--- src/hw/rtl/mnh_pkg.sv ---
// Package for the MIDI note harmonizer: field widths, register indexes and
// the command and status groups between controller and datapath.
// No dependencies.
package mnh_pkg;

  localparam int NUM_VOICES = 7;
  localparam int VOICE_W    = (NUM_VOICES > 1) ? $clog2(NUM_VOICES) : 1;

  localparam int NOTE_W   = 7;
  localparam int VEL_W    = 7;
  localparam int CHAN_W   = 4;
  localparam int DRAW_W   = 7;
  localparam int OFF_W    = 8;
  localparam int CFG_W    = 32;
  localparam int CFG_IDX_W = 2;
  localparam int INT_LO_W = 32;
  localparam int INT_HI_W = 24;

  localparam logic [DRAW_W-1:0] CHANCE_ALWAYS = 7'd100;
  localparam logic [DRAW_W-1:0] CHANCE_NEVER  = 7'd0;
  localparam logic [NOTE_W-1:0] NOTE_MAX      = 7'd127;

  // Configuration register indexes
  typedef enum logic [CFG_IDX_W-1:0] {
    REG_CHANCE   = 2'd0,
    REG_ORIGIN   = 2'd1,
    REG_INT_LOW  = 2'd2,
    REG_INT_HIGH = 2'd3
  } mnh_reg_t;

  // Controller to datapath
  typedef struct packed {
    logic               load;       // latch the accepted note
    logic               take;       // make the current candidate the pending note
    logic               emit;       // push the pending note to the output register
    logic               emit_last;  // mark the pushed note as final
    logic [VOICE_W-1:0] voice;      // voice under inspection
  } mnh_cmd_t;

  // Datapath to controller
  typedef struct packed {
    logic bypass;      // gate says bypass for the note on the input channel
    logic keep;        // current voice yields a new harmony note
    logic pend_valid;  // a note waits to be emitted
    logic out_free;    // output register can take a note this cycle
  } mnh_sts_t;

endpackage

--- src/hw/rtl/mnh_if.sv ---
// Valid/ready channel interfaces for note input and note output.
// Depends on mnh_pkg.
interface mnh_in_if import mnh_pkg::*; ();
  logic              valid;
  logic              ready;
  logic [NOTE_W-1:0] note_number;
  logic [VEL_W-1:0]  velocity;
  logic [CHAN_W-1:0] channel;
  logic [DRAW_W-1:0] random_draw;

  modport source (output valid, note_number, velocity, channel, random_draw,
                  input ready);
  modport sink   (input valid, note_number, velocity, channel, random_draw,
                  output ready);
endinterface

interface mnh_out_if import mnh_pkg::*; ();
  logic              valid;
  logic              ready;
  logic [NOTE_W-1:0] out_note;
  logic [VEL_W-1:0]  out_velocity;
  logic [CHAN_W-1:0] out_channel;
  logic              last;

  modport source (output valid, out_note, out_velocity, out_channel, last,
                  input ready);
  modport sink   (input valid, out_note, out_velocity, out_channel, last,
                  output ready);
endinterface

--- src/hw/rtl/mnh_dp.sv ---
// Harmonizer datapath: configuration registers, latched note, per-voice
// transpose and clamp, sent-note list, pending note and output register.
// Depends on mnh_pkg.
module mnh_dp import mnh_pkg::*; (
  input  logic                 clk,
  input  logic                 rst_n,
  input  logic                 cfg_we,
  input  logic [CFG_IDX_W-1:0] cfg_index,
  input  logic [CFG_W-1:0]     cfg_data,
  input  logic [NOTE_W-1:0]    in_note,
  input  logic [VEL_W-1:0]     in_vel,
  input  logic [CHAN_W-1:0]    in_chan,
  input  logic [DRAW_W-1:0]    in_draw,
  input  logic                 out_ready,
  output logic                 out_valid,
  output logic [NOTE_W-1:0]    out_note,
  output logic [VEL_W-1:0]     out_vel,
  output logic [CHAN_W-1:0]    out_chan,
  output logic                 out_last,
  input  mnh_cmd_t             cmd,
  output mnh_sts_t             sts
);

  logic [DRAW_W-1:0]   chance_r;
  logic                origin_r;
  logic [INT_LO_W-1:0] int_lo_r;
  logic [INT_HI_W-1:0] int_hi_r;

  logic [NOTE_W-1:0]   note_r;
  logic [VEL_W-1:0]    vel_r;
  logic [CHAN_W-1:0]   chan_r;

  logic [NOTE_W-1:0]   pend_note_r;
  logic                pend_valid_r;
  logic [NOTE_W-1:0]   sent_note_r [NUM_VOICES];
  logic [NUM_VOICES-1:0] sent_vld_r;

  logic                out_valid_r;
  logic [NOTE_W-1:0]   out_note_r;
  logic [VEL_W-1:0]    out_vel_r;
  logic [CHAN_W-1:0]   out_chan_r;
  logic                out_last_r;

  logic [INT_LO_W+INT_HI_W-1:0] offs_all;
  logic [OFF_W-1:0]    offset;
  logic signed [NOTE_W+1:0] sum;
  logic [NOTE_W-1:0]   cand;
  logic                dup;

  // Write configuration
  always_ff @(posedge clk) begin
    if (!rst_n) begin
      chance_r <= CHANCE_ALWAYS;
      origin_r <= 1'b1;
      int_lo_r <= '0;
      int_hi_r <= '0;
    end else if (cfg_we) begin
      unique case (mnh_reg_t'(cfg_index))
        REG_CHANCE:   chance_r <= cfg_data[DRAW_W-1:0];
        REG_ORIGIN:   origin_r <= cfg_data[0];
        REG_INT_LOW:  int_lo_r <= cfg_data[INT_LO_W-1:0];
        REG_INT_HIGH: int_hi_r <= cfg_data[INT_HI_W-1:0];
        default: ;
      endcase
    end
  end

  // Gate the effect against the chance percentage
  assign sts.bypass = (chance_r != CHANCE_ALWAYS) &&
                      ((chance_r == CHANCE_NEVER) || (in_draw > chance_r));

  // Transpose and clamp the current voice
  assign offs_all = {int_hi_r, int_lo_r};
  assign offset   = offs_all[{cmd.voice, 3'b000} +: OFF_W];
  assign sum      = $signed({2'b00, note_r}) + $signed({offset[OFF_W-1], offset});

  always_comb begin
    if (sum[NOTE_W+1]) begin
      cand = '0;
    end else if (sum[NOTE_W]) begin
      cand = NOTE_MAX;
    end else begin
      cand = sum[NOTE_W-1:0];
    end
  end

  // Compare against harmony notes already sent for this note
  always_comb begin
    dup = 1'b0;
    for (int v = 0; v < NUM_VOICES; v++) begin
      dup = dup | (sent_vld_r[v] && (sent_note_r[v] == cand));
    end
  end

  assign sts.keep       = (offset != '0) && !dup;
  assign sts.pend_valid = pend_valid_r;
  assign sts.out_free   = !out_valid_r || out_ready;

  // Hold the note fields, sent list and pending note
  always_ff @(posedge clk) begin
    if (!rst_n) begin
      pend_valid_r <= 1'b0;
      sent_vld_r   <= '0;
    end else if (cmd.load) begin
      pend_valid_r <= sts.bypass || origin_r;
      sent_vld_r   <= '0;
    end else if (cmd.take) begin
      pend_valid_r          <= 1'b1;
      sent_vld_r[cmd.voice] <= 1'b1;
    end else if (cmd.emit) begin
      pend_valid_r <= 1'b0;
    end
  end

  always_ff @(posedge clk) begin
    if (cmd.load) begin
      note_r      <= in_note;
      vel_r       <= in_vel;
      chan_r      <= in_chan;
      pend_note_r <= in_note;
    end else if (cmd.take) begin
      pend_note_r            <= cand;
      sent_note_r[cmd.voice] <= cand;
    end
  end

  // Output register: load on emit, drop on transfer
  always_ff @(posedge clk) begin
    if (!rst_n) begin
      out_valid_r <= 1'b0;
    end else if (cmd.emit) begin
      out_valid_r <= 1'b1;
    end else if (out_ready) begin
      out_valid_r <= 1'b0;
    end
  end

  always_ff @(posedge clk) begin
    if (cmd.emit) begin
      out_note_r <= pend_note_r;
      out_vel_r  <= vel_r;
      out_chan_r <= chan_r;
      out_last_r <= cmd.emit_last;
    end
  end

  assign out_valid = out_valid_r;
  assign out_note  = out_note_r;
  assign out_vel   = out_vel_r;
  assign out_chan  = out_chan_r;
  assign out_last  = out_last_r;

`ifndef NO_ASSERTIONS
  a_emit_free: assert property (@(posedge clk) disable iff (!rst_n)
    cmd.emit |-> sts.out_free)
    else $error("emit while output register is full");

  a_take_keep: assert property (@(posedge clk) disable iff (!rst_n)
    cmd.take |-> (sts.keep && !cmd.load))
    else $error("took a zero-offset or duplicate voice");

  a_load_clear: assert property (@(posedge clk) disable iff (!rst_n)
    cmd.load |=> (sent_vld_r == '0))
    else $error("sent list not cleared on a new note");
`endif

endmodule

--- src/hw/rtl/mnh_ctrl.sv ---
// Harmonizer controller: accepts a note, steps through the voices one per
// cycle unless stalled, issues take and emit commands. Depends on mnh_pkg.
module mnh_ctrl import mnh_pkg::*; (
  input  logic     clk,
  input  logic     rst_n,
  input  logic     in_valid,
  output logic     in_ready,
  input  mnh_sts_t sts,
  output mnh_cmd_t cmd
);

  typedef enum logic [1:0] {
    IDLE,
    SCAN,
    FLUSH
  } state_t;

  state_t             state_r, state_nxt;
  logic [VOICE_W-1:0] voice_r, voice_nxt;
  logic               stall;

  // A kept note must push the pending one out first
  assign stall = sts.keep && sts.pend_valid && !sts.out_free;

  always_comb begin
    state_nxt     = state_r;
    voice_nxt     = voice_r;
    in_ready      = 1'b0;
    cmd.load      = 1'b0;
    cmd.take      = 1'b0;
    cmd.emit      = 1'b0;
    cmd.emit_last = 1'b0;
    cmd.voice     = voice_r;
    unique case (state_r)
      IDLE: begin
        in_ready = 1'b1;
        if (in_valid) begin
          cmd.load  = 1'b1;
          voice_nxt = '0;
          state_nxt = sts.bypass ? FLUSH : SCAN;
        end
      end
      SCAN: begin
        if (!stall) begin
          cmd.take = sts.keep;
          cmd.emit = sts.keep && sts.pend_valid;
          if (voice_r == VOICE_W'(NUM_VOICES - 1)) begin
            state_nxt = FLUSH;
          end else begin
            voice_nxt = voice_r + 1'b1;
          end
        end
      end
      FLUSH: begin
        if (!sts.pend_valid) begin
          state_nxt = IDLE;
        end else if (sts.out_free) begin
          cmd.emit      = 1'b1;
          cmd.emit_last = 1'b1;
          state_nxt     = IDLE;
        end
      end
      default: state_nxt = IDLE;
    endcase
  end

  // Hold state and voice counter
  always_ff @(posedge clk) begin
    if (!rst_n) begin
      state_r <= IDLE;
      voice_r <= '0;
    end else begin
      state_r <= state_nxt;
      voice_r <= voice_nxt;
    end
  end

`ifndef NO_ASSERTIONS
  a_stall_hold: assert property (@(posedge clk) disable iff (!rst_n)
    (state_r == SCAN && stall) |=> (voice_r == $past(voice_r) && state_r == SCAN))
    else $error("voice advanced while stalled");

  a_last_idle: assert property (@(posedge clk) disable iff (!rst_n)
    cmd.emit_last |=> (state_r == IDLE))
    else $error("final note emitted but controller not idle");
`endif

endmodule

--- src/hw/rtl/midi_note_harmonizer.sv ---
// MIDI note harmonizer top level: one note in, up to eight notes out.
// A bypassed note skips the voice scan; otherwise the scan visits the 7 voices
// in order, and each result is pushed once a later one is found or at the end.
// A new note is taken only after the last one is finished, and the block waits
// while the output is stalled. Synchronous active-low reset restores
// chance 100, play_origin 1, all intervals off, and empties the output.
module midi_note_harmonizer import mnh_pkg::*; (
  input  logic                 clk,
  input  logic                 rst_n,
  input  logic                 cfg_we,
  input  logic [CFG_IDX_W-1:0] cfg_index,
  input  logic [CFG_W-1:0]     cfg_data,
  mnh_in_if.sink               in_ch,
  mnh_out_if.source            out_ch
);

  mnh_cmd_t cmd;
  mnh_sts_t sts;

  mnh_ctrl u_ctrl (
    .clk      (clk),
    .rst_n    (rst_n),
    .in_valid (in_ch.valid),
    .in_ready (in_ch.ready),
    .sts      (sts),
    .cmd      (cmd)
  );

  mnh_dp u_dp (
    .clk       (clk),
    .rst_n     (rst_n),
    .cfg_we    (cfg_we),
    .cfg_index (cfg_index),
    .cfg_data  (cfg_data),
    .in_note   (in_ch.note_number),
    .in_vel    (in_ch.velocity),
    .in_chan   (in_ch.channel),
    .in_draw   (in_ch.random_draw),
    .out_ready (out_ch.ready),
    .out_valid (out_ch.valid),
    .out_note  (out_ch.out_note),
    .out_vel   (out_ch.out_velocity),
    .out_chan  (out_ch.out_channel),
    .out_last  (out_ch.last),
    .cmd       (cmd),
    .sts       (sts)
  );

endmodule
--- src/flat_wrapper.sv ---
// flat-port wrapper written by rule: the top's interface ports become plain ports
module midi_note_harmonizer_flat import mnh_pkg::*;
  (clk, rst_n, cfg_we, cfg_index, cfg_data, in_ch_valid, in_ch_note_number, in_ch_velocity, in_ch_channel, in_ch_random_draw, in_ch_ready, out_ch_valid, out_ch_out_note, out_ch_out_velocity, out_ch_out_channel, out_ch_last, out_ch_ready);
  mnh_in_if in_ch_i ();
  mnh_out_if out_ch_i ();
  input  logic clk;
  input  logic rst_n;
  input  logic cfg_we;
  input  logic [CFG_IDX_W-1:0] cfg_index;
  input  logic [CFG_W-1:0] cfg_data;
  input wire logic [$bits(in_ch_i.valid)-1:0] in_ch_valid;
  input wire logic [$bits(in_ch_i.note_number)-1:0] in_ch_note_number;
  input wire logic [$bits(in_ch_i.velocity)-1:0] in_ch_velocity;
  input wire logic [$bits(in_ch_i.channel)-1:0] in_ch_channel;
  input wire logic [$bits(in_ch_i.random_draw)-1:0] in_ch_random_draw;
  output wire logic [$bits(in_ch_i.ready)-1:0] in_ch_ready;
  output wire logic [$bits(out_ch_i.valid)-1:0] out_ch_valid;
  output wire logic [$bits(out_ch_i.out_note)-1:0] out_ch_out_note;
  output wire logic [$bits(out_ch_i.out_velocity)-1:0] out_ch_out_velocity;
  output wire logic [$bits(out_ch_i.out_channel)-1:0] out_ch_out_channel;
  output wire logic [$bits(out_ch_i.last)-1:0] out_ch_last;
  input wire logic [$bits(out_ch_i.ready)-1:0] out_ch_ready;
  assign in_ch_i.valid = in_ch_valid;
  assign in_ch_i.note_number = in_ch_note_number;
  assign in_ch_i.velocity = in_ch_velocity;
  assign in_ch_i.channel = in_ch_channel;
  assign in_ch_i.random_draw = in_ch_random_draw;
  assign in_ch_ready = in_ch_i.ready;
  assign out_ch_valid = out_ch_i.valid;
  assign out_ch_out_note = out_ch_i.out_note;
  assign out_ch_out_velocity = out_ch_i.out_velocity;
  assign out_ch_out_channel = out_ch_i.out_channel;
  assign out_ch_last = out_ch_i.last;
  assign out_ch_i.ready = out_ch_ready;
  midi_note_harmonizer u_core (.clk(clk), .rst_n(rst_n), .cfg_we(cfg_we), .cfg_index(cfg_index), .cfg_data(cfg_data), .in_ch(in_ch_i), .out_ch(out_ch_i));
endmodule
--- config.mk ---
export PLATFORM = sky130hd
export DESIGN_NAME = midi_note_harmonizer_flat
export DESIGN_NICKNAME = d
export VERILOG_FILES = /design/src/hw/rtl/mnh_pkg.sv /design/src/hw/rtl/mnh_if.sv /design/src/hw/rtl/mnh_dp.sv /design/src/hw/rtl/mnh_ctrl.sv /design/src/hw/rtl/midi_note_harmonizer.sv /design/src/flat_wrapper.sv
export SDC_FILE = /design/constraint.sdc
export NUM_CORES = 1
export LEC_CHECK = 0
export ABC_AREA = 1
export BUFFER_PORTS_ARGS = -buffer_cell sky130_fd_sc_hd__buf_4
export CORE_MARGIN = 4
export CORE_UTILIZATION = 25
export DETAILED_ROUTE_END_ITERATION = 6
export SYNTH_ARGS = -nofsm -noshare
export SYNTH_HDL_FRONTEND = slang
export SYNTH_SLANG_ARGS = --single-unit
--- constraint.sdc ---
create_clock -name clk -period 4.1 [get_ports clk]
set_input_delay 1.025 -clock clk [delete_from_list [all_inputs] [get_ports clk]]
set_output_delay 1.025 -clock clk [all_outputs]
set_load 0.02 [all_outputs]
==> summary by stage <==
Synth
The number of flops mapped to enable cells by yosys is 93. Of all flip-flops after synthesis, the portion carrying an async set or reset was 0%. Yosys printed 0 warnings. The cell area after synthesis is 8020 um^2. The predominant post-synthesis flop cell is sky130_fd_sc_hd__edfxtp_1. Sequential cells were found to cover 54.3% of the synthesized design area. In this run the biggest area consumer among cell types represents 34.8% of the synthesized area. Of all cell types, the one taking the most synthesized area is sky130_fd_sc_hd__edfxtp_1.

The post-synthesis net count is 987. Yosys instantiated no cell more often than sky130_fd_sc_hd__nand2_1. Ranked by total cell area, the synthesized netlist is headed by sky130_fd_sc_hd__edfxtp_1, sky130_fd_sc_hd__dfxtp_1, sky130_fd_sc_hd__nand2_1. A synthesized cell averages 8.88 um^2. The flip-flop and latch count after synthesis is around 170. The synthesized netlist cell count is 903. Sorting the synthesized cells by how often they occur yields sky130_fd_sc_hd__nand2_1, sky130_fd_sc_hd__nor2_1, sky130_fd_sc_hd__edfxtp_1. The number of different library cells in the post-synthesis netlist is 37.

STA
For the pin with the worst max-slew slack, the measured transition is around 0.65 ns. On the final layout, the worst clock skew is between 0.01 and 0.015 ns. The total count of hold-check failures in the final report came to 0.

The routed design could run at a clock period as short as 3.96 ns. The relative max-transition margin is 56.3%. The fmax is 0.253 GHz. Once routing completed, OpenROAD measured the worst setup slack at approximately 0.14 ns. The number of pins with negative max-slew slack in the final report is 0. The worst path uses 96.6% of the clock period. Setup violations remaining at the end of the flow were counted as 0.

Route
The final wirelength is 23500 um. The count of routing violations after the opening detailed-route iteration is 497. The routed layout has 6814 vias. The residual antenna-violating net count after detailed routing is 0. Using the TritonRoute via totals, the vias-per-cell ratio works out to 4.55. The total iterations of the first detailed-routing run is 7.

After detailed routing, the average wire length per cell comes to 15.7 um. The DRC violation count after routing is 0.

Global routing
The total overflow left after global routing is 0. Global routing used 12.9% of the available tracks across all layers. The first global-routing pass estimated ~36000 um of wire.

The number of antenna violations at the first check in global routing is 0. The number of global-route vias before repair is between 6000 and 7000. Entering global routing, the biggest net connects 37 pins.

Min path
The type of the most critical hold path is flop to flop.

CTS
Clock tree synthesis inserted a total of 17 buffers. The count of clock tree sinks is 171. The clock transition at the register clock pins on the worst setup and hold paths after CTS is approximately 0.08 ns. The clock tree from TritonCTS is built. The tree is rooted in a sky130_fd_sc_hd__clkbuf_16.

The total number of H-tree levels is 4. The worst-skew pair later-pin latency is 0.44 ns. The maximum clock insertion buffer count is 2.

Cells and area
The share of final-layout standard cells stronger than drive strength 1 is 29.3%. The area of all placed cells without fillers is 10900 um^2. The area overhead of the layout relative to synthesis is 36.3%. For this run, the number of standard cells in the final layout without fillers is 1496. The repair_antennas step left the layout with diodes totalling 0. The number of inserted filler cells in the final layout is roughly 3100. For this run, the post-layout net count is between 1000 and 1500.

Placement
The cell area reported after detailed placement is about 9700 um^2. In this run the tool buffered the top-level ports with 84 buffer cells. At the end of routability-driven placement, the weighted congestion stood at 0.873. After detailed placement, the design holds a cell count of 1445. The post-placement setup slack is -0.294 ns.

The placed wire-length estimate after detailed placement is 16900 um.

Power
The worst-case IR drop observed on VDD is roughly 0.00031 V. Dividing total power by cell area gives a power density of 611 nW/um^2. The total design power is between 6 and 7 mW. The analysis attributes to cell leakage a power of 4.57 nW.

Worst setup path
The path type of the worst setup path is flop to flop. Of all nets on the critical path, the largest fanout is 7. For the worst setup path, the data arrival time is between 4 and 5 ns.

STA classifies the critical path startpoint as a flop. STA classifies the critical path endpoint as a flop. The critical path contains buffers and inverters numbering 5 combined. The largest stage delay on the critical path is 0.39 ns. The setup check on the worst reg-to-reg path leaves a slack of 0.14 ns. The largest delay contributor family on the critical path is simple AND/OR/NAND/NOR gates.

The data required time of the worst path is 4.25 ns. The slowest cell on the critical path is sky130_fd_sc_hd__dfxtp_4.

Floorplanning
The die is ~190 um tall. The row count is 65. The number of I/O pins is 85.

The core region area is around 32000 um^2. The initial cell density of the core is 25.4%. The die covers 35000 um^2.

The die extent in x is 187 um.

Outcome
The run finished with clean final reports.

Run
Across the run, the number of max-cap violations was 0.
==> state kept, by name, summed over array words and instances (netlist names), 7 cells and up <==
register and flops:
u_core.u_dp.vel_r 7, u_core.u_dp.out_vel 7, u_core.u_dp.out_note 7, u_core.u_dp.sent_note_r 49
u_core.u_dp.chance_r 7, u_core.u_dp.int_lo_r 32, u_core.u_dp.sent_vld_r 7, u_core.u_dp.note_r 7
u_core.u_dp.int_hi_r 24, u_core.u_dp.pend_note_r 7
==> metrics by stage <==
| step | utilization (%) | setup TNS, ns | hold slack [ns] |
|---|---|---|---|
| after floorplan | - | 0 | 0.400 |
| after global placement | 30.7 | -18.41 | 0.400 |
| after detailed placement | 30.7 | -17.43 | 0.405 |
| after CTS | 32.7 | 0 | 0.423 |
| after global routing | 34.6 | -0.872 | 0.422 |
| final | 34.6 | 0 | 0.421 |
==> placed cells by master (no fill, tap or decap), drive strengths merged, types with 18 or more instances in the layout <==
master,instances
a21oi,57
buf,184
clkbuf,18
dfxtp,78
edfxtp,93
ha,19
inv,101
nand2,212
nand3,58
nand3b,25
nor2,134
o21ai,69
==> timing repair <==
action / CTS / global route
endpoints found under the setup margin: 83 / 87
gates cloned: 0 / 2
resized for setup: 18 / 102
hold buffers: 0 / 0
setup buffers: 1 / 16
pin swaps: 7 / 37
==> where the power goes <==
group	internal [mW]	switching [mW]
logic	1.17	1.66
clock network	0.819	0.784
registers	2.16	0.0973
total	4.14	2.54
==> per-layer routing <==
metal | global-route usage [%] | wire [um] | vias up
li1 | - | - | 3376
met1 | 17.2 | 10600 | 3238
met2 | 20.2 | 11100 | 169
met3 | 3.27 | 1310 | 31
met4 | 4.61 | 511 | 0
met5 | 0 | 0 | -
==> path summary, 6_finish.rpt <==
path                                               start                       endpoint  cells after the start
worst max-delay path            u_core.u_ctrl.voice_r[2]  u_core.u_dp.sent_note_r[4][5]                     26
worst min-delay path                u_core.u_dp.vel_r[1]         u_core.u_dp.out_vel[1]                      0
worst max register to register  u_core.u_ctrl.voice_r[2]  u_core.u_dp.sent_note_r[4][5]                     26
worst min register to register      u_core.u_dp.vel_r[1]         u_core.u_dp.out_vel[1]                      0
==> cell families (layout without fill, tap and decap cells) <==
kind of cell | count (synthesis) | count (layout) | share of synthesized area [%]
adder cells (fa/ha/maj) | 20 | 20 | 3.21
AND/OR/NAND/NOR | 445 | 446 | 26.2
XOR/XNOR | 5 | 5 | 0.546
flip-flops | 171 | 171 | 54.3
AO/OA/AOI/OAI | 142 | 142 | 9.45
buffers and inverters | 120 | 310 | 6.27
==> layout make-up <==
type	count	area, um^2	area share (%)
clock buffers	17	425	3.89
clock inverters	15	164	1.50
inverters	93	384	3.51
multi-input cells	613	3580	32.7
flip-flops and latches	171	4370	39.9
well taps	402	503	4.60
repair buffers	185	1520	13.9
Power figures use the tool's default switching activity.
